### config.mk
export PLATFORM = sky130hd
export DESIGN_NAME = arcpg_divsqrt
export DESIGN_NICKNAME = d
export VERILOG_FILES = /design/src/rtl/arcpg_pkg.sv /design/src/rtl/arcpg_divsqrt.sv
export SDC_FILE = /design/constraint.sdc
export NUM_CORES = 1
export LEC_CHECK = 0
export BUFFER_PORTS_ARGS = -buffer_cell sky130_fd_sc_hd__buf_2
export CAP_MARGIN = 20
export CORE_MARGIN = 4
export CORE_UTILIZATION = 45
export DETAILED_ROUTE_END_ITERATION = 8
export PLACE_DENSITY_LB_ADDON = 0.3
export SLEW_MARGIN = 20
export SYNTH_ARGS = -nofsm -noshare
export SYNTH_HDL_FRONTEND = slang
export SYNTH_SLANG_ARGS = --single-unit
### constraint.sdc
create_clock -name clk -period 9 [get_ports clk]
set_clock_uncertainty 0.15 [all_clocks]
set_input_delay 2.25 -clock clk [delete_from_list [all_inputs] [get_ports clk]]
set_output_delay 2.25 -clock clk [all_outputs]
set_load 0.1 [all_outputs]
### src/rtl/arcpg_pkg.sv
package arcpg_pkg;

    localparam int MIN_SEGMENTS_DEF = 1;
    localparam int MAX_SEGMENTS_DEF = 63;
    localparam int CORDIC_STEPS     = 28;

    localparam logic [31:0]        SEED_LIMIT  = 32'd966367642;
    localparam logic signed [39:0] TWO_PI      = 40'sd1686629713;
    localparam logic signed [39:0] PI          = 40'sd843314857;
    localparam logic signed [39:0] HALF_PI     = 40'sd421657428;
    localparam logic signed [33:0] CORDIC_GAIN = 34'sd652032874;

    localparam logic [2:0] ERR_NONE    = 3'd0;
    localparam logic [2:0] ERR_RADIUS  = 3'd1;
    localparam logic [2:0] ERR_SWEEP   = 3'd2;
    localparam logic [2:0] ERR_SEGS    = 3'd3;
    localparam logic [2:0] ERR_NORMAL  = 3'd4;

    localparam logic DS_DIV  = 1'b0;
    localparam logic DS_SQRT = 1'b1;

    typedef struct packed {
        logic signed [31:0] centre_x;
        logic signed [31:0] centre_y;
        logic signed [31:0] centre_z;
        logic signed [31:0] normal_x;
        logic signed [31:0] normal_y;
        logic signed [31:0] normal_z;
        logic signed [31:0] radius_value;
        logic signed [31:0] start_angle;
        logic signed [31:0] sweep_angle;
        logic [7:0]         segment_count;
    } arcpg_in_t;

    typedef struct packed {
        logic signed [31:0] point_x;
        logic signed [31:0] point_y;
        logic signed [31:0] point_z;
        logic [2:0]         error_code;
        logic               last_point;
    } arcpg_out_t;

    typedef struct packed {
        logic start;
        logic mode;
    } arcpg_ds_ctl_t;

    function automatic logic [27:0] atan_q28(input logic [4:0] k);
        logic [27:0] v;
        case (k)
            5'd0:    v = 28'd210828714;
            5'd1:    v = 28'd124459457;
            5'd2:    v = 28'd65760959;
            5'd3:    v = 28'd33381290;
            5'd4:    v = 28'd16755422;
            5'd5:    v = 28'd8385879;
            5'd6:    v = 28'd4193963;
            5'd7:    v = 28'd2097109;
            5'd8:    v = 28'd1048571;
            5'd9:    v = 28'd524287;
            default: v = 28'd1 << (5'd28 - k);
        endcase
        return v;
    endfunction

    // round half away from zero, divide by 2^30
    function automatic logic signed [35:0] round_q30(input logic signed [65:0] v);
        logic [65:0] mag;
        logic [65:0] m;
        mag = v[65] ? 66'(-v) : 66'(v);
        m   = (mag + (66'd1 << 29)) >> 30;
        return v[65] ? -$signed(m[35:0]) : $signed(m[35:0]);
    endfunction

endpackage

### src/rtl/arcpg_divsqrt.sv
module arcpg_divsqrt (
    input  logic                    clk,
    input  logic                    rst_n,
    input  arcpg_pkg::arcpg_ds_ctl_t ctl,
    input  logic [63:0]             opa,
    input  logic [31:0]             opb,
    output logic                    done,
    output logic [63:0]             result,
    output logic [31:0]             remainder
);

    logic        busy_reg, busy_next;
    logic        done_reg, done_next;
    logic        mode_reg, mode_next;
    logic [6:0]  cnt_reg, cnt_next;
    logic [63:0] a_reg, a_next;
    logic [63:0] q_reg, q_next;
    logic [31:0] r_reg, r_next;
    logic [31:0] b_reg, b_next;
    logic [63:0] bit_reg, bit_next;
    logic [32:0] r2;
    logic [32:0] rd;
    logic [63:0] t;
    logic        last;

    always_comb
    begin
        busy_next = busy_reg;
        done_next = 1'b0;
        mode_next = mode_reg;
        cnt_next  = cnt_reg;
        a_next    = a_reg;
        q_next    = q_reg;
        r_next    = r_reg;
        b_next    = b_reg;
        bit_next  = bit_reg;
        r2        = {r_reg, a_reg[63]};
        rd        = r2 - {1'b0, b_reg};
        t         = q_reg + bit_reg;
        last      = (mode_reg == arcpg_pkg::DS_SQRT) ? (cnt_reg == 7'd31) : (cnt_reg == 7'd63);
        if (ctl.start)
        begin
            busy_next = 1'b1;
            mode_next = ctl.mode;
            cnt_next  = '0;
            a_next    = opa;
            b_next    = opb;
            q_next    = '0;
            r_next    = '0;
            bit_next  = 64'd1 << 62;
        end
        else if (busy_reg)
        begin
            if (mode_reg == arcpg_pkg::DS_SQRT)
            begin
                // one root bit per cycle
                if (a_reg >= t)
                begin
                    a_next = a_reg - t;
                    q_next = (q_reg >> 1) + bit_reg;
                end
                else
                begin
                    q_next = q_reg >> 1;
                end
                bit_next = bit_reg >> 2;
            end
            else
            begin
                // restoring divide, one quotient bit per cycle
                a_next = {a_reg[62:0], 1'b0};
                if (!rd[32])
                begin
                    r_next = rd[31:0];
                    q_next = {q_reg[62:0], 1'b1};
                end
                else
                begin
                    r_next = r2[31:0];
                    q_next = {q_reg[62:0], 1'b0};
                end
            end
            cnt_next = cnt_reg + 7'd1;
            if (last)
            begin
                busy_next = 1'b0;
                done_next = 1'b1;
            end
        end
    end

    always_ff @(posedge clk or negedge rst_n)
    begin
        if (!rst_n)
        begin
            busy_reg <= 1'b0;
            done_reg <= 1'b0;
        end
        else
        begin
            busy_reg <= busy_next;
            done_reg <= done_next;
        end
    end

    always_ff @(posedge clk)
    begin
        mode_reg <= mode_next;
        cnt_reg  <= cnt_next;
        a_reg    <= a_next;
        q_reg    <= q_next;
        r_reg    <= r_next;
        b_reg    <= b_next;
        bit_reg  <= bit_next;
    end

    assign done      = done_reg;
    assign result    = q_reg;
    assign remainder = r_reg;

endmodule

### Yosys cells after proc, flatten, opt, wreduce, memory -nomap -nowiden

Index checks and enable logic that the tools add are counted.

* add/subtract/negate cells: 5
* $lt $le $gt $ge: 1
* eq/ne operators: 3
* multiplexer cells: 15
* bitwise logic cells: 1
* reductions and logical operators: 4

Operator list (number)
* 2-to-1 mux 64 bit: 6
* adder 63 x 63 -> 64 bit: 1
* adder 64 x 63 -> 64 bit: 1
* >= comparator 64 bit: 1
* subtractor 64 bit: 1
* subtractor 33 x 32 -> 33 bit: 1
* 2-to-1 mux 32 bit: 1
* 2-to-1 mux 1 bit: 8
* adder 7 x 1 -> 7 bit, second input constant: 1
* equality test 7 x 5 -> 1 bit, second input constant: 1
* equality test 7 x 6 -> 1 bit, second input constant: 1
* AND reduction 2 bit: 3
* inequality test 3 x 2 -> 1 bit, second input constant: 1
* nonzero test 2 bit: 1
* NOT 1 bit: 1

* register bits after elaboration: 234
* bits of input ports: 100
* output and inout bits: 97
* word-level logic and storage cells: 38

### Logic depth before layout (Yosys ltp)

* depth after elaboration: 6
* mapped depth: 26
* mapped depth without buffers: 23

### Worst setup path before layout

Ideal clock, no wire load.

* path type: reg-to-reg
* start: reg q_reg[0] (netlist: result[0])
* end: reg a_reg[0] (enable)
* setup time: 411 ps
* arrival: 6398 ps
* required time: 8439 ps
* slack: 2041 ps
* cell stages (with the launch flop): 25
* path buffers: 2
* clock period less this slack: 6959 ps
* path through: dfxtp_1 > ha_1 > ha_1 > a211oi_1 > o31ai_1 > a31oi_1 > o21ai_0 > a31oi_1 > o21ai_0 > a31oi_1 > o41ai_1 > nand2_1 > xor2_1 > ha_1 > clkbuf_1 > and4_1 > and3_1 > and3_1 > a21oi_1 > o21ai_1 > or3_1 > o31ai_4 > clkbuf_1 > a21oi_1 > or2_2

* cells in the longest elaborated chain, start to end: 4

RTL lines
* start: declaration: line arcpg_divsqrt.sv:17 `logic [63:0] q_reg, q_next;`
* start signal: assignment: line arcpg_divsqrt.sv:111 `q_reg <= q_next;`
* adder 64 x 63 -> 64 bit: line arcpg_divsqrt.sv:39 `t = q_reg + bit_reg;`
* >= comparator 64 bit: line arcpg_divsqrt.sv:57 `if (a_reg >= t)`
* inequality test 3 x 2 -> 1 bit (no line)
* AND reduction 2 bit (no line)
* end signal: assignment: line arcpg_divsqrt.sv:110 `a_reg <= a_next;`
* end: declaration: line arcpg_divsqrt.sv:16 `logic [63:0] a_reg, a_next;`

No other way between the ends.
A chain may end at the register's enable or synchronous reset.

### Worst setup path after layout

* start: reg q_reg[8] (netlist: result[8])
* end: reg q_reg[36] (netlist: result[36])

* cells in the longest elaborated chain, start to end: 4
* elaborated cells on any way between the ends: 5
* classes of those cells: 2 x add/sub; 1 x order compare; 2 x mux

RTL lines
* adder 64 x 63 -> 64 bit: line arcpg_divsqrt.sv:39
* >= comparator 64 bit: line arcpg_divsqrt.sv:57
* 2-to-1 mux 64 bit *: line arcpg_divsqrt.sv:57
* 2-to-1 mux 64 bit *: line arcpg_divsqrt.sv:54 `if (mode_reg == arcpg_pkg::DS_SQRT)`

Mark *: on every way between the ends. The rest lies on a longest branch, timed or not.

==> key figures <==
Clocking
  – TritonCTS clock tree: yes
  – Cts hold-fix bufs: 0
  – Post-CTS setup repair buffer count: 0
  – Num CTS Buffers: 29
  – CTS clock-pin slew for the worst setup and hold paths: 0.06 ns
  – Post-CTS sizing: 0
  – Max Root-Sink Buffers: 3
  – CTS Root Cell: clkbuf_16
  – Clk sinks: around 230
  – Clock Latency Late Sink: 0.60 ns
  – CTS H-tree depth: 1

Synth
  – Async set-reset flop share out of synthesis: less than 1%
  – Post-synth net total: 2899
  – Cells after Synth: 2634
  – Synth Register Bits: around 230
  – Synth Warn #: 0
  – Post-synthesis sequential area ratio: 27.3%
  – Simple-gate share of the synthesized area: 19.1%
  – Count leader, synth: nand2_1
  – Compound-cell area share of the yosys netlist: 27.0%
  – Adder-cell share of the synthesized area: ~10%
  – Cell variety after synth: 82
  – Leading area contributor after synthesis: edfxtp_1
  – Multiplexer share of the synthesized area: between 3 and 4%
  – Top FF cell, synth: dfxtp_1
  – Post-synthesis xor/xnor area fraction: around 7.9%
  – Share of the synthesized area in the top cell type: between 10% and 20%
  – Largest family of logic cells by synthesized area: compound AO/OA/AOI/OAI gates
  – Top cells by area, synth: edfxtp_1 14%, dfxtp_1 13%, ha_1 9.8%, a21oi_1 5.4%, nand2_1 5.4%
  – Mapped Area: 0.0207 mm^2
  – Post-synth top cells: 297 x nand2_1, 225 x a21oi_1, 199 x o21ai_0
  – Post-synth EDFFs: 97
  – Syn_area_per_cell: 7.87 um^2

STA
  – Slew at the pin with the worst max-slew slack: between 1 and 1.5 ns
  – Setup TNS: 0 ns
  – Final period util: between 80 and 90%
  – Max Slew Vio Count: 0
  – Final setup margin: between 1 and 1.5 ns
  – Final count of negative-setup-slack endpoints: 0
  – Rel. slew slack: roughly a third
  – Crit path time final: 7.64 ns
  – Final Hold Fails: 0
  – RSZ-0062 raised after global routing: no
  – Max Fclk: approximately 130 MHz

Finish
  – Share of post-route cells with drive strength above 1: between 10% and 20%
  – Fin cells: ~3300
  – N_diodes: 0
  – Fillers: roughly 4400
  – Area Overhead vs Synth: 11.4%
  – Nets@finish: between 2000 and 3000
  – Design Area, Final: between 0.02 and 0.025 mm^2

Placed design
  – Placed Area: 0.0220 mm^2
  – Pre-CTS WS: roughly 1.5 ns
  – GP Congestion: 0.932
  – IO Port Bufs: about 200
  – Inst Count DP: ~3300
  – HPWL Detailed: roughly 48 mm

Die
  – Die Y-Extent: approximately 220 um
  – Core area: ~0.045 mm^2
  – Die Span X: between 200 and 250 um
  – # rows: just under 80
  – Initial Util: a little under half
  – I/O pin total: between 150 and 200
  – Die area: 0.0496 mm^2

Global routing
  – First-pass GRT wire length: 104 mm
  – Vias in the first global route: approximately 20000
  – Global route overflow: 0
  – Gr usage total: 24.8%
  – Largest net degree at the start of global routing: 184
  – Initial antenna violation count: 0

Critical path
  – Cell family with most CP delay: compound AO/OA/AOI/OAI gates
  – Top cell by count, worst path: a31oi_1
  – CP endpoint kind: flop
  – CP max stage delay: around 0.65 ns
  – WP buf/inv: 2
  – Critical path data arrival time: around 8.0 ns
  – Setup Crit Path Kind: reg2reg
  – Slowest CP cell: buf_4
  – Crit path max fanout: 74
  – CP cell instances: ha_1, nand4_1, o31ai_1, a31oi_1, o21ai_0, a31oi_1, o21ai_0, a31oi_1, o41ai_1, nand2_1, xor2_1, ha_1, and4_1, and3_1, and3_1, a21oi_1, o21ai_1, or3_1, o31ai_4, buf_4, buf_4, mux2i_1, a21oi_1, a21o_1
  – Setup crit start kind: flop
  – Critical Path RT: just over 9 ns

Drt
  – DRC: 0
  – Total iterations of the first detailed-routing run: 6
  – Uppermost layer routed: met4
  – DR WL/cell: 19.5 um
  – Via density: 6.10
  – Final ANT Viol Nets: 0
  – Metal-1 WL: around 29 mm
  – Final WL: 64.8 mm
  – Met3 routed WL: 4.41 mm
  – DR vias: 20340
  – Met2 WL post-DR: 29.9 mm
  – Initial DRC Count: ~1800

Power and ir drop
  – Power Dens Cells: 305 mW/mm^2
  – VDD IR max: around 240 uV
  – Pleak: slightly above 9 nW

Status
  – Outcome: completed

Run
  – Max cap viols: 0

Hold path
  – Tightest Hold Check Type: reg2reg
[layout by cell type (no fill, tap or decap), types with 11 or more instances in the layout]
cell         n
nand2_1    297
a21oi_1    225
o21ai_0    199
buf_2      195
nor2_1     164
ha_1       163
dfxtp_1    135
xnor2_1    102
edfxtp_1    97
nor3_1      91
inv_1       86
xor2_1      84
a31oi_1     78
mux2i_1     75
a21o_1      65
a211oi_1    62
nand4_1     55
nand3_1     51
o21a_1      35
nor2b_1     32
nand2b_1    30
clkbuf_16   30
or3_1       29
o21bai_1    26
o31ai_1     22
and3_1      21
o21ai_1     19
nor4_1      17
buf_4       16
o211ai_1    14
a22oi_1     14
and2_1      11
o31a_1      11
[per-layer routing]
metal	GRT usage, %	up-vias
li1	-	9900
met4	6.82	0
met3	4.02	105
met2	41.1	671
met1	33.6	9664
met5	0	-
[path summary, 6_finish.rpt]
check                      slack, ns                    start                      end  depth (start not counted)
setup / recovery                1.36   result[8]$_SDFFE_PP0P_  result[36]$_SDFFE_PP0P_                         24
hold / removal                  0.33  bit_reg[0]$_SDFFE_PP0P_  bit_reg[0]$_SDFFE_PP0P_                          2
setup reg to reg                1.36   result[8]$_SDFFE_PP0P_  result[36]$_SDFFE_PP0P_                         24
hold reg to reg                 0.33  bit_reg[0]$_SDFFE_PP0P_  bit_reg[0]$_SDFFE_PP0P_                          2
max in group asynchronous       7.31                    rst_n       busy_reg$_DFF_PN0_                          1
min in group asynchronous       1.28                    rst_n           done$_DFF_PN0_                          1
[layout make-up]
type	instances	area (um^2)	share of cell area, %
Sequential cell	234	5670	24.5
Clock inverter	21	327	1.41
Multi-Input combinational cell	2143	14100	61.0
Timing Repair Buffer	214	1140	4.95
Clock buffer	33	782	3.39
Inverter	88	330	1.43
Tap cell	600	751	3.25
[power breakdown]
| part | internal [W] | switching (W) | total [W] |
|---|---|---|---|
| sequential | 0.00140 | 0.000264 | 0.00166 |
| combinational | 0.00142 | 0.00260 | 0.00401 |
| clock | 0.000854 | 0.000514 | 0.00137 |
| total | 0.00367 | 0.00338 | 0.00705 |
[stage by stage]
step,hold WS (ns),total power (W),util (%)
6_report,0.329,0.00705,50.8
5_1_grt,0.369,0.00752,50.8
4_1_cts,0.332,0.00704,50.8
3_5_place_dp,0.324,0.00564,48.3
3_3_place_gp,0.315,0.00558,48.3
2_1_floorplan,0.304,0.00478,-
[worst register-to-register path, delay by kind of cell (launching register included)]
family	cells	cell delay [ns]
AND/OR/NAND/NOR	6	1.29
XOR/XNOR	1	0.16
flip-flops	1	0.42
adder cells (fa/ha/maj)	2	0.80
AO/OA/AOI/OAI	12	3.27
multiplexers	1	0.27
buffers and inverters	2	1.18
[cell families after synthesis]
group / after synthesis
multiplexers: 77
adder cells (fa/ha/maj): 165
flip-flops: 234
XOR/XNOR: 187
AO/OA/AOI/OAI: 876
buffers and inverters: 257
AND/OR/NAND/NOR: 838
No activity file was read; power rests on OpenSTA's default activity.
