[src/rtl/arcpg_pkg.sv]
package arcpg_pkg;

    localparam int MIN_SEGMENTS_DEF = 1;
    localparam int MAX_SEGMENTS_DEF = 63;
    localparam int CORDIC_STEPS     = 28;

    localparam logic [31:0]        SEED_LIMIT  = 32'd966367642;
    localparam logic signed [39:0] TWO_PI      = 40'sd1686629713;
    localparam logic signed [39:0] PI          = 40'sd843314857;
    localparam logic signed [39:0] HALF_PI     = 40'sd421657428;
    localparam logic signed [33:0] CORDIC_GAIN = 34'sd652032874;

    localparam logic [2:0] ERR_NONE    = 3'd0;
    localparam logic [2:0] ERR_RADIUS  = 3'd1;
    localparam logic [2:0] ERR_SWEEP   = 3'd2;
    localparam logic [2:0] ERR_SEGS    = 3'd3;
    localparam logic [2:0] ERR_NORMAL  = 3'd4;

    localparam logic DS_DIV  = 1'b0;
    localparam logic DS_SQRT = 1'b1;

    typedef struct packed {
        logic signed [31:0] centre_x;
        logic signed [31:0] centre_y;
        logic signed [31:0] centre_z;
        logic signed [31:0] normal_x;
        logic signed [31:0] normal_y;
        logic signed [31:0] normal_z;
        logic signed [31:0] radius_value;
        logic signed [31:0] start_angle;
        logic signed [31:0] sweep_angle;
        logic [7:0]         segment_count;
    } arcpg_in_t;

    typedef struct packed {
        logic signed [31:0] point_x;
        logic signed [31:0] point_y;
        logic signed [31:0] point_z;
        logic [2:0]         error_code;
        logic               last_point;
    } arcpg_out_t;

    typedef struct packed {
        logic start;
        logic mode;
    } arcpg_ds_ctl_t;

    function automatic logic [27:0] atan_q28(input logic [4:0] k);
        logic [27:0] v;
        case (k)
            5'd0:    v = 28'd210828714;
            5'd1:    v = 28'd124459457;
            5'd2:    v = 28'd65760959;
            5'd3:    v = 28'd33381290;
            5'd4:    v = 28'd16755422;
            5'd5:    v = 28'd8385879;
            5'd6:    v = 28'd4193963;
            5'd7:    v = 28'd2097109;
            5'd8:    v = 28'd1048571;
            5'd9:    v = 28'd524287;
            default: v = 28'd1 << (5'd28 - k);
        endcase
        return v;
    endfunction

    // round half away from zero, divide by 2^30
    function automatic logic signed [35:0] round_q30(input logic signed [65:0] v);
        logic [65:0] mag;
        logic [65:0] m;
        mag = v[65] ? 66'(-v) : 66'(v);
        m   = (mag + (66'd1 << 29)) >> 30;
        return v[65] ? -$signed(m[35:0]) : $signed(m[35:0]);
    endfunction

endpackage

[src/rtl/arcpg_cordic.sv]
module arcpg_cordic (
    input  logic               clk,
    input  logic               rst_n,
    input  logic               start,
    input  logic signed [31:0] angle,
    output logic               done,
    output logic signed [33:0] cos_out,
    output logic signed [33:0] sin_out
);

    logic               busy_reg, busy_next;
    logic               done_reg, done_next;
    logic [4:0]         k_reg, k_next;
    logic signed [33:0] x_reg, x_next;
    logic signed [33:0] y_reg, y_next;
    logic signed [31:0] z_reg, z_next;
    logic signed [33:0] dx;
    logic signed [33:0] dy;
    logic signed [31:0] at;

    always_comb
    begin
        busy_next = busy_reg;
        done_next = 1'b0;
        k_next    = k_reg;
        x_next    = x_reg;
        y_next    = y_reg;
        z_next    = z_reg;
        dx        = y_reg >>> k_reg;
        dy        = x_reg >>> k_reg;
        at        = $signed({4'd0, arcpg_pkg::atan_q28(k_reg)});
        if (start)
        begin
            busy_next = 1'b1;
            k_next    = '0;
            x_next    = arcpg_pkg::CORDIC_GAIN;
            y_next    = '0;
            z_next    = angle;
        end
        else if (busy_reg)
        begin
            if (!z_reg[31])
            begin
                x_next = x_reg - dx;
                y_next = y_reg + dy;
                z_next = z_reg - at;
            end
            else
            begin
                x_next = x_reg + dx;
                y_next = y_reg - dy;
                z_next = z_reg + at;
            end
            k_next = k_reg + 5'd1;
            if (k_reg == 5'(arcpg_pkg::CORDIC_STEPS - 1))
            begin
                busy_next = 1'b0;
                done_next = 1'b1;
            end
        end
    end

    always_ff @(posedge clk or negedge rst_n)
    begin
        if (!rst_n)
        begin
            busy_reg <= 1'b0;
            done_reg <= 1'b0;
        end
        else
        begin
            busy_reg <= busy_next;
            done_reg <= done_next;
        end
    end

    always_ff @(posedge clk)
    begin
        k_reg <= k_next;
        x_reg <= x_next;
        y_reg <= y_next;
        z_reg <= z_next;
    end

    assign done    = done_reg;
    assign cos_out = x_reg;
    assign sin_out = y_reg;

endmodule

[config.mk]
export PLATFORM = sky130hd
export DESIGN_NAME = arcpg_cordic
export DESIGN_NICKNAME = d
export VERILOG_FILES = /design/src/rtl/arcpg_pkg.sv /design/src/rtl/arcpg_cordic.sv
export SDC_FILE = /design/constraint.sdc
export NUM_CORES = 1
export LEC_CHECK = 0
export ABC_AREA = 1
export BUFFER_PORTS_ARGS = -buffer_cell sky130_fd_sc_hd__buf_2
export CAP_MARGIN = 20
export CORE_ASPECT_RATIO = 1.2
export CORE_MARGIN = 2
export CORE_UTILIZATION = 40
export DETAILED_ROUTE_END_ITERATION = 8
export MAX_ROUTING_LAYER = met4
export SLEW_MARGIN = 20
export SYNTH_ARGS = -nofsm -noshare
export SYNTH_HDL_FRONTEND = slang
export SYNTH_SLANG_ARGS = --single-unit
[constraint.sdc]
create_clock -name clk -period 9.25 [get_ports clk]
set_clock_uncertainty 0.05 [all_clocks]
set_input_delay 1.85 -clock clk [delete_from_list [all_inputs] [get_ports clk]]
set_output_delay 1.85 -clock clk [all_outputs]
set_load 0.02 [all_outputs]
# Word level (Yosys, flattened, before mapping)
# Cells that the tools add are included.
# Widths: inputs -> output; s select.
[totals]
reg_bits = 107
inputBits = 35
output_inout_bits = 69
wordCells = 41
[op_classes]
addsub = 8
n_eq_ne = 10
shift = 3
mux = 12
n_reduce_logical = 2
[ops]
columns = ["operator", "count"]
rows = [
  ["$pmux 28 s10", 1],
  ["$mux 32", 3],
  ["$add 34x34->34", 2],
  ["$mux 34", 2],
  ["$sshr 34x5->34", 2],
  ["$sub 34x34->34", 2],
  ["$add 32x29->32", 1],
  ["$sub 32x29->32", 1],
  ["$shl 1x5->28 const A", 1],
  ["$eq 5x3->1 const B", 4],
  ["$eq 5x2->1 const B", 2],
  ["$eq 5x4->1 const B", 2],
  ["$mux 1", 6],
  ["$add 5x1->5 const B", 1],
  ["$eq 5x1->1 const B", 1],
  ["$eq 5x5->1 const B", 1],
  ["$logic_not 5->1", 1],
  ["$sub 5x5->5 const A", 1],
  ["$reduce_bool 2->1", 1],
]

# Logic depth before layout (Yosys ltp)
# Gate-level depths: netlist of run 1.
[depth]
ltp_word = 7
mapped_depth = 38
depth_no_buf = 36

# Worst setup path after synthesis of run 1
# Ideal clock, no wire load.
[synth_timing]
path_type = "flip-flop to flip-flop"
startpoint = "register k_reg[1]"
endpoint = "register z_reg[28], data pin"
setup_ns = 0.254
arrival_time_ns = 4.420
t_required_ns = 8.946
slack_ns = 4.526
path_stages_with_launch = 27
n_path_buf = 4
period_less_slack_ns = 4.724
path_cell_list = "dfxtp_1 > buf_2 > inv_2 > buf_4 > buf_2 > ha_1 > inv_1 > nand3_1 > xor2_1 > buf_2 > a211oi_2 > ha_1 > nand4_1 > nor2_1 > nand3b_1 > o21ai_1 > o21ai_0 > xor2_1 > ha_1 > nand2_1 > nor2_1 > inv_1 > o311ai_0 > a21o_1 > o21ai_0 > a21oi_1 > nor2_1"
[synth_between]
elab_chain_len = 7
elab_cells_between_ends = 18
classes_between = "add/sub: 3; eq/ne: 9; shift: 1; mux: 4; reduce/logical: 1"
[synth_rtl]
columns = ["item", "line_no", "source"]
rows = [
  ["start: declaration", "arcpg_cordic.sv:13", "logic [4:0] k_reg, k_next;"],
  ["start signal: assignment", "arcpg_cordic.sv:79", "k_reg <= k_next;"],
  ["$sub 5x5->5", "arcpg_pkg.sv:61", "default: v = 28'd1 << (5'd28 - k);"],
  ["$shl 1x5->28", "arcpg_pkg.sv:61", ""],
  ["$pmux 28 s10 (*)", "arcpg_pkg.sv:50", "case (k)"],
  ["$sub 32x29->32 or $add 32x29->32 (tied branches)", "arcpg_cordic.sv:46, arcpg_cordic.sv:52", ""],
  ["$mux 32 (*)", "arcpg_cordic.sv:42", "if (!z_reg[31])"],
  ["$mux 32 (*)", "arcpg_cordic.sv:40", "else if (busy_reg)"],
  ["$mux 32 (*)", "arcpg_cordic.sv:32", "if (start)"],
  ["via z_next[28]", "arcpg_cordic.sv:16", "logic signed [31:0] z_reg, z_next;"],
  ["end signal: assignment", "arcpg_cordic.sv:82", "z_reg <= z_next;"],
  ["end: declaration", "arcpg_cordic.sv:16", ""],
]
# Mark *: on every way through the listed nets, which the timed path passes. The rest lies on a longest branch. The select of a mux whose other input is x is not followed.
# A chain may end at the register's enable or synchronous reset.

# Final worst setup path of run 1
[layout_timing]
startpoint = "register k_reg[4]"
endpoint = "register z_reg[28], data pin"
# The elaborated chain is that of the path after synthesis.

==> out/results.ini, run 1 <==
[synth]
synthDominantCellAreaShare = 0.192
synthArstFlopShare = 0.0187
ys_ff_latch = 107
yosysTopAreaCell = nand2_1
yosys_warnings = 0
syn_area_um2 = 16200
synth_nets = 2997
netlist_instances = 2845
synth_cell_types = 58
synth_flop_cell = dfxtp_1
synthTopCellsByArea = nand2_1 (19%), nand3_1 (12%), dfxtp_1 (9.0%)
syn-mean-instance-area_um2 = 5.69
synth_enable_flop_cells = 32
synth-seq-area-share = 0.153

[route]
postRouteWirelength_mm = 64.3
vias = 19100
drc = 0
drtIter0Drc = 1661
ant_nets = 0
vias_per_cell = 5.61
wl_per_cell_um = 18.9
first_pass_iters = 9

[setup_path]
required_ps = 9380
crit_slowest_cell = clkinv_2
crit_chain = buf_4 > clkinv_2 > nand3_1 > inv_1 > nor2_1 > inv_1 > a211oi_2 > ha_1 > nand4_1 > nor2_1 > nand3b_1 > o21ai_1 > o21ai_0 > xor2_1 > ha_1 > nand2_1 > nor2_1 > inv_1 > o311ai_0 > a21o_1 > o21ai_0 > a21oi_1 > nor2_1
end_kind = flip-flop
cp_top_family = compound AO/OA/AOI/OAI gates
cp.depth = 23
cp_max_fo = 64
path_common_cell = nor2_1
arrival_ps = 7170
slowest_delay_ps = 930
crit_buf_inv = 5
rr_worst_depth = 23
start_kind = flip-flop
r2r_setup_slack_ps = 2210
path_class = reg2reg

[finish]
final_area_um2 = 17300
area_growth_pct = 6.83
num-fill-cells = 4543
antenna_cells = 0
fin_nets = 3011
layout-drive-gt1-share = 0.0772

[cts]
post_cts_buffers = 0
htreeDepth = 3
cts-resized-gates = 0
cts_buffers = 9
worstSkewPairLatency_ps = 420
ctsRootBufferMaster = clkbuf_16
clock_path_buffers = 2
cts_sinks = 107
hold_buffers = 0
cts_tree = yes
clk_pin_slew_ps = 90

[floorplan]
num_rows = 80
die-area_um2 = 42100
io_pins = 104
die_w_um = 188
floorplan.initialDensity = 0.406
core_area_um2 = 39800
fp.dieH_um = 224

[timing]
max_slew_margin = 0.240
finalCritPeriodShare = 0.761
hold_viol = 0
fmax_mhz = 142
fin_crit_ps = 7040
setup_violations = 0
slew_viol_final = 0
rsz0062_at_grt = no
fin_tns_setup_ps = 0
max_slew.worst_pin.slew_ps = 1140

[placement]
port_buffers = 103
place_hpwl_mm = 50.6
postPlaceCellArea_um2 = 17000
gp_congestion = 1.01

[status]
status = complete, no violations

[global_route]
grt_start_max_net_pins = 72
grt_pass1_vias = 17800
overflow = 0
grt_antenna_before_repair = 0
grtUsageTotal = 0.311
grt_pass1_wl_mm = 99.5

[power]
total_leakage_power_nw = 9.12
power.density_nw_per_um2 = 417
vdd_drop_max_v = 0.000200

[flow_run]
maxCapViolCount = 0

[hold_path]
hold_path_class = reg2reg
hold-path-cell-count = 2

power breakdown:
group | switching [mW] | internal, mW | total (mW)
clock network | 0.228 | 0.215 | 0.443
registers | 0.334 | 0.723 | 1.06
logic | 3.71 | 2.00 | 5.70
routing by layer:
layer,vias to the layer above,GRT usage,wire (um)
met3,136,0.0243,3310
met5,-,-,0
met1,8793,0.379,27500
met4,0,0.145,2960
li1,9451,-,-
met2,685,0.524,30500
worst paths after layout:
kind                                 start         end
worst max-delay path              k_reg[4]   z_reg[28]
worst min-delay path            cos_out[0]  cos_out[0]
worst max register to register    k_reg[4]   z_reg[28]
worst min register to register  cos_out[0]  cos_out[0]
max in group asynchronous            rst_n    busy_reg
min in group asynchronous            rst_n    busy_reg
layout by cell type (no fill, tap or decap), types with 6 or more instances in the layout:
master and instances:
nand2_1 827, nand3_1 398, inv_1 279, nor2_1 276
a21oi_1 189, o21ai_0 144, ha_1 114, buf_2 103
xor2_1 78, dfxtp_1 68, nand4_1 41, xnor2_1 35
a31oi_1 32, edfxtp_1 32, or2_2 31, nor3_1 27
inv_2 18, buf_4 17, o211ai_1 13, a21boi_0 10
o21ai_1 9, clkbuf_16 9, nand3b_1 8, nor4_1 8
o31ai_1 7, a21o_1 7, o221ai_1 7, o21bai_1 6
and2_1 6
stage by stage:
step	utilization	instances	power (mW)	hold slack (ps)	setup slack (ps)
6_report	0.434	3397	7.20	513	2210
5_1_grt	0.434	3397	7.93	543	1510
4_1_cts	0.434	3397	7.15	515	2470
3_5_place_dp	0.426	3381	6.66	502	2490
3_3_place_gp	0.426	3381	6.64	502	2500
2_1_floorplan	-	2845	5.13	525	4530
kinds of logic after synthesis:
kind of cell / synth area share
and+or+nand+nor: 0.438
AOI/OAI and AO/OA: 0.155
buffers and inverters: 0.101
adders and majority gates: 0.0919
xor gates and xnor gates: 0.0612
DFF: 0.153
worst min-delay path, cell delays in order, from the launching register on:
cell     delay [ps]
dfxtp_1         350
inv_1            80
o21ai_0          80
synth_stat cells (all sizes together), types with 3 or more instances:
cell type	number
a21oi	192
xnor2	35
ha	114
a21boi	10
o21ai	154
edfxtp	32
o21bai	7
o211ai	13
nand3	400
xor2	78
fa	3
or2	31
a211oi	3
nand4	42
a221oi	3
o221ai	7
nor2	285
nand2	831
and3	3
a21o	7
nand3b	8
dfxtp	73
inv	298
o31ai	7
a31oi	32
nor4	8
buf	59
nor3	30
and2	7
clkbuf	58
o21a	3
final cells by class:
type | instances | area (um2) | share of cell area
Sequential cell | 107 | 2480 | 0.143
Clock inverter | 6 | 72.6 | 0.00420
Tap cell | 533 | 667 | 0.0386
Inverter | 299 | 1130 | 0.0652
Multi-Input combinational cell | 2322 | 12100 | 0.698
Clock buffer | 10 | 229 | 0.0132
Timing Repair Buffer | 120 | 643 | 0.0372
(Power assumes the default switching activity.)
==> run 2: changes to the inputs <==
- clock period: 9.25 -> 7.35 ns (I/O delays scaled with it)
==> run 2 against run 1 <==
  * Utilization grew 0.15 points
  * Sequential share of layout area is essentially flat
  * Highest routed layer unchanged
  * Critical path depth is the same
  * Wire length shrank 2.1%
  * Die area is the same
  * Largest cell class unchanged
==> out/results.ini, run 2 (synthesis gave the netlist of run 1 again) <==
[status]
status = complete, no violations

[flow_run]
maxCapViolCount = 0  ; unchanged

[cts]
hold_buffers = 0  ; unchanged
post_cts_buffers = 0  ; unchanged
cts_tree = yes
cts_sinks = 107  ; unchanged
htreeDepth = 3  ; unchanged
ctsRootBufferMaster = clkbuf_16
worstSkewPairLatency_ps = 410  ; about the same
clk_pin_slew_ps = 80  ; about the same
cts_buffers = 9  ; unchanged
cts-resized-gates = 0  ; unchanged
clock_path_buffers = 2  ; unchanged

[setup_path]
timing.rr.start = k_reg[2]
timing.rr.end = z_reg[28]
end_kind = flip-flop
start_kind = flip-flop
rr_worst_depth = 23  ; unchanged
path_class = reg2reg
cp_top_family = simple AND/OR/NAND/NOR gates
required_ps = 7470  ; -1910 ps
crit_slowest_cell = o311ai_0
r2r_setup_slack_ps = 1310  ; -900 ps
arrival_ps = 6160  ; -1010 ps
crit_buf_inv = 4  ; -1
slowest_delay_ps = 710  ; -220 ps
path_common_cell = nor2_1
cp_max_fo = 51  ; -20%
crit_chain = buf_4 > nor2_2 > nand3_1 > inv_1 > nor2_1 > inv_1 > a211oi_2 > ha_1 > nand4_1 > nor2_1 > nand3b_1 > o21ai_1 > o21ai_0 > xor2_1 > ha_1 > nand2_1 > nor2_1 > inv_1 > o311ai_0 > a21o_1 > o21ai_0 > a21oi_1 > nor2_1

[placement]
gp_congestion = 1.01  ; -0.15%
preCtsSetupSlack_ps = 1400  ; -1090 ps
port_buffers = 103  ; unchanged
place_hpwl_mm = 49.6  ; -2.1%

[floorplan]
die_w_um = 188  ; unchanged
fp.dieH_um = 224  ; unchanged
io_pins = 104  ; unchanged
floorplan.initialDensity = 0.406  ; unchanged
num_rows = 80  ; unchanged
core_area_um2 = 39800  ; unchanged
die-area_um2 = 42100  ; unchanged

[power]
pwr-share-seq = 0.146  ; about the same
p_sw_frac = 0.587  ; -0.00561
combPwrFrac = 0.789  ; -0.003
power.clock.fraction = 0.066  ; +0.005
power.internal_mw = 3.73  ; +27%
total_leakage_power_nw = 9.15  ; +0.31%
p_sw_mw = 5.30  ; +24%
vdd_drop_max_v = 0.000245  ; +22%
power.density_nw_per_um2 = 520  ; +25%

[route]
ant_nets = 0  ; unchanged
postRouteWirelength_mm = 62.9  ; -2.1%
wl_per_cell_um = 18.5  ; -2.2%
vias = 18800  ; -1.6%
drtIter0Drc = 1499  ; -9.8%
first_pass_iters = 6  ; -3
drc = 0  ; unchanged
vias_per_cell = 5.52  ; -1.7%

[timing]
setup_violations = 0  ; unchanged
fin_crit_ps = 6040  ; -1000 ps
slew_viol_final = 0  ; unchanged
max_slew.worst_pin.slew_ps = 1060  ; -83.1 ps
rsz0062_at_grt = no
finalCritPeriodShare = 0.822  ; +0.0605
fin_tns_setup_ps = 0  ; unchanged
hold_viol = 0  ; unchanged
fmax_mhz = 166  ; +17%
max_slew_margin = 0.295  ; +0.0543
setup_ws_ps = 1310  ; -898 ps

[finish]
layout-drive-gt1-share = 0.0788  ; +0.00164
most-common-layout-cells = nand2_1 (827), nand3_1 (398), inv_1 (279)
num-fill-cells = 4490  ; -1.2%
seq_area_um2 = 2480  ; unchanged
area_growth_pct = 7.20
final_common_cell = nand2_1
multiInputGateArea_um2 = 12100  ; unchanged
antenna_cells = 0  ; unchanged
final_core_util = 0.435  ; +0.00151
fin_nets = 3015  ; +0.13%

[hold_path]
hold_path_class = reg2reg
min_from = cos_out[0]
hold-path-cell-count = 2  ; unchanged
holdPathEnd = cos_out[0]

[global_route]
overflow = 0  ; unchanged
grt_pass1_vias = 17900  ; +0.91%
grt_start_max_net_pins = 76  ; +5.6%
grtUsageTotal = 0.307  ; -0.00372
grt_pass1_wl_mm = 98.5  ; -1.0%
grt_antenna_before_repair = 0  ; unchanged

## run 2: how the worst max path moves through the flow
stage                        to  cells after the start  startpoint
floorplan             z_reg[28]                     26    k_reg[1]
global placement    cos_out[27]                     28    k_reg[1]
detailed placement    z_reg[28]                     23    k_reg[0]
CTS                   z_reg[28]                     23    k_reg[0]
global route        cos_out[27]                     28    k_reg[0]
finish                z_reg[28]                     23    k_reg[2]
## run 2: worst reg2reg max path: stages, from the launching register on
cell      delay [ps]
dfxtp_2          340
buf_4            470
nor2_2           350
nand3_1          230
inv_1             90
nor2_1           320
inv_1            100
a211oi_2         360
ha_1             270
nand4_1          150
nor2_1           230
nand3b_1         220
o21ai_1          240
o21ai_0          140
xor2_1           200
ha_1             380
nand2_1          110
nor2_1           240
inv_1            110
o311ai_0         710
a21o_1           210
o21ai_0           70
a21oi_1          140
nor2_1            50
## run 2: cell type report
| class | instances | area share |
|---|---|---|
| well taps | 533 | 0.0385 |
| clock inverters | 7 | 0.00620 |
| multi-input cells | 2322 | 0.696 |
| inverters | 299 | 0.0649 |
| flip-flops and latches | 107 | 0.143 |
| clock buffers | 9 | 0.0130 |
| repair buffers | 124 | 0.0388 |
## run 2: power groups by stage
| stage | logic [mW] | clock network (mW) | registers (mW) |
|---|---|---|---|
| 4_1_cts | 7.04 | 0.615 | 1.32 |
| 2_1_floorplan | 5.18 | 0 | 1.28 |
| 3_3_place_gp | 6.95 | 0 | 1.33 |
| 5_1_grt | 8.07 | 0.635 | 1.34 |
| 3_5_place_dp | 7.00 | 0 | 1.32 |
| 6_report | 7.12 | 0.595 | 1.31 |
## run 2: per-layer routing
metal | track usage | part of all wire | wire (um) | vias up
met5 | - | 0 | 0 | -
met4 | 0.140 | 0.046 | 2890 | 0
met3 | 0.0367 | 0.052 | 3240 | 136
met2 | 0.517 | 0.48 | 29900 | 627
met1 | 0.369 | 0.43 | 26900 | 8538
li1 | - | - | - | 9461
## run 2: through the flow
stage                     power, mW  hold WS [ps]  cells  cell area (um2)
after floorplan                6.46           525   2845            16200
after CTS                      8.97           517   3401            17300
final                          9.02           515   3401            17300
after global routing           10.0           554   3401            17300
after global placement         8.28           503   3385            17000
after detailed placement       8.33           507   3385            17000
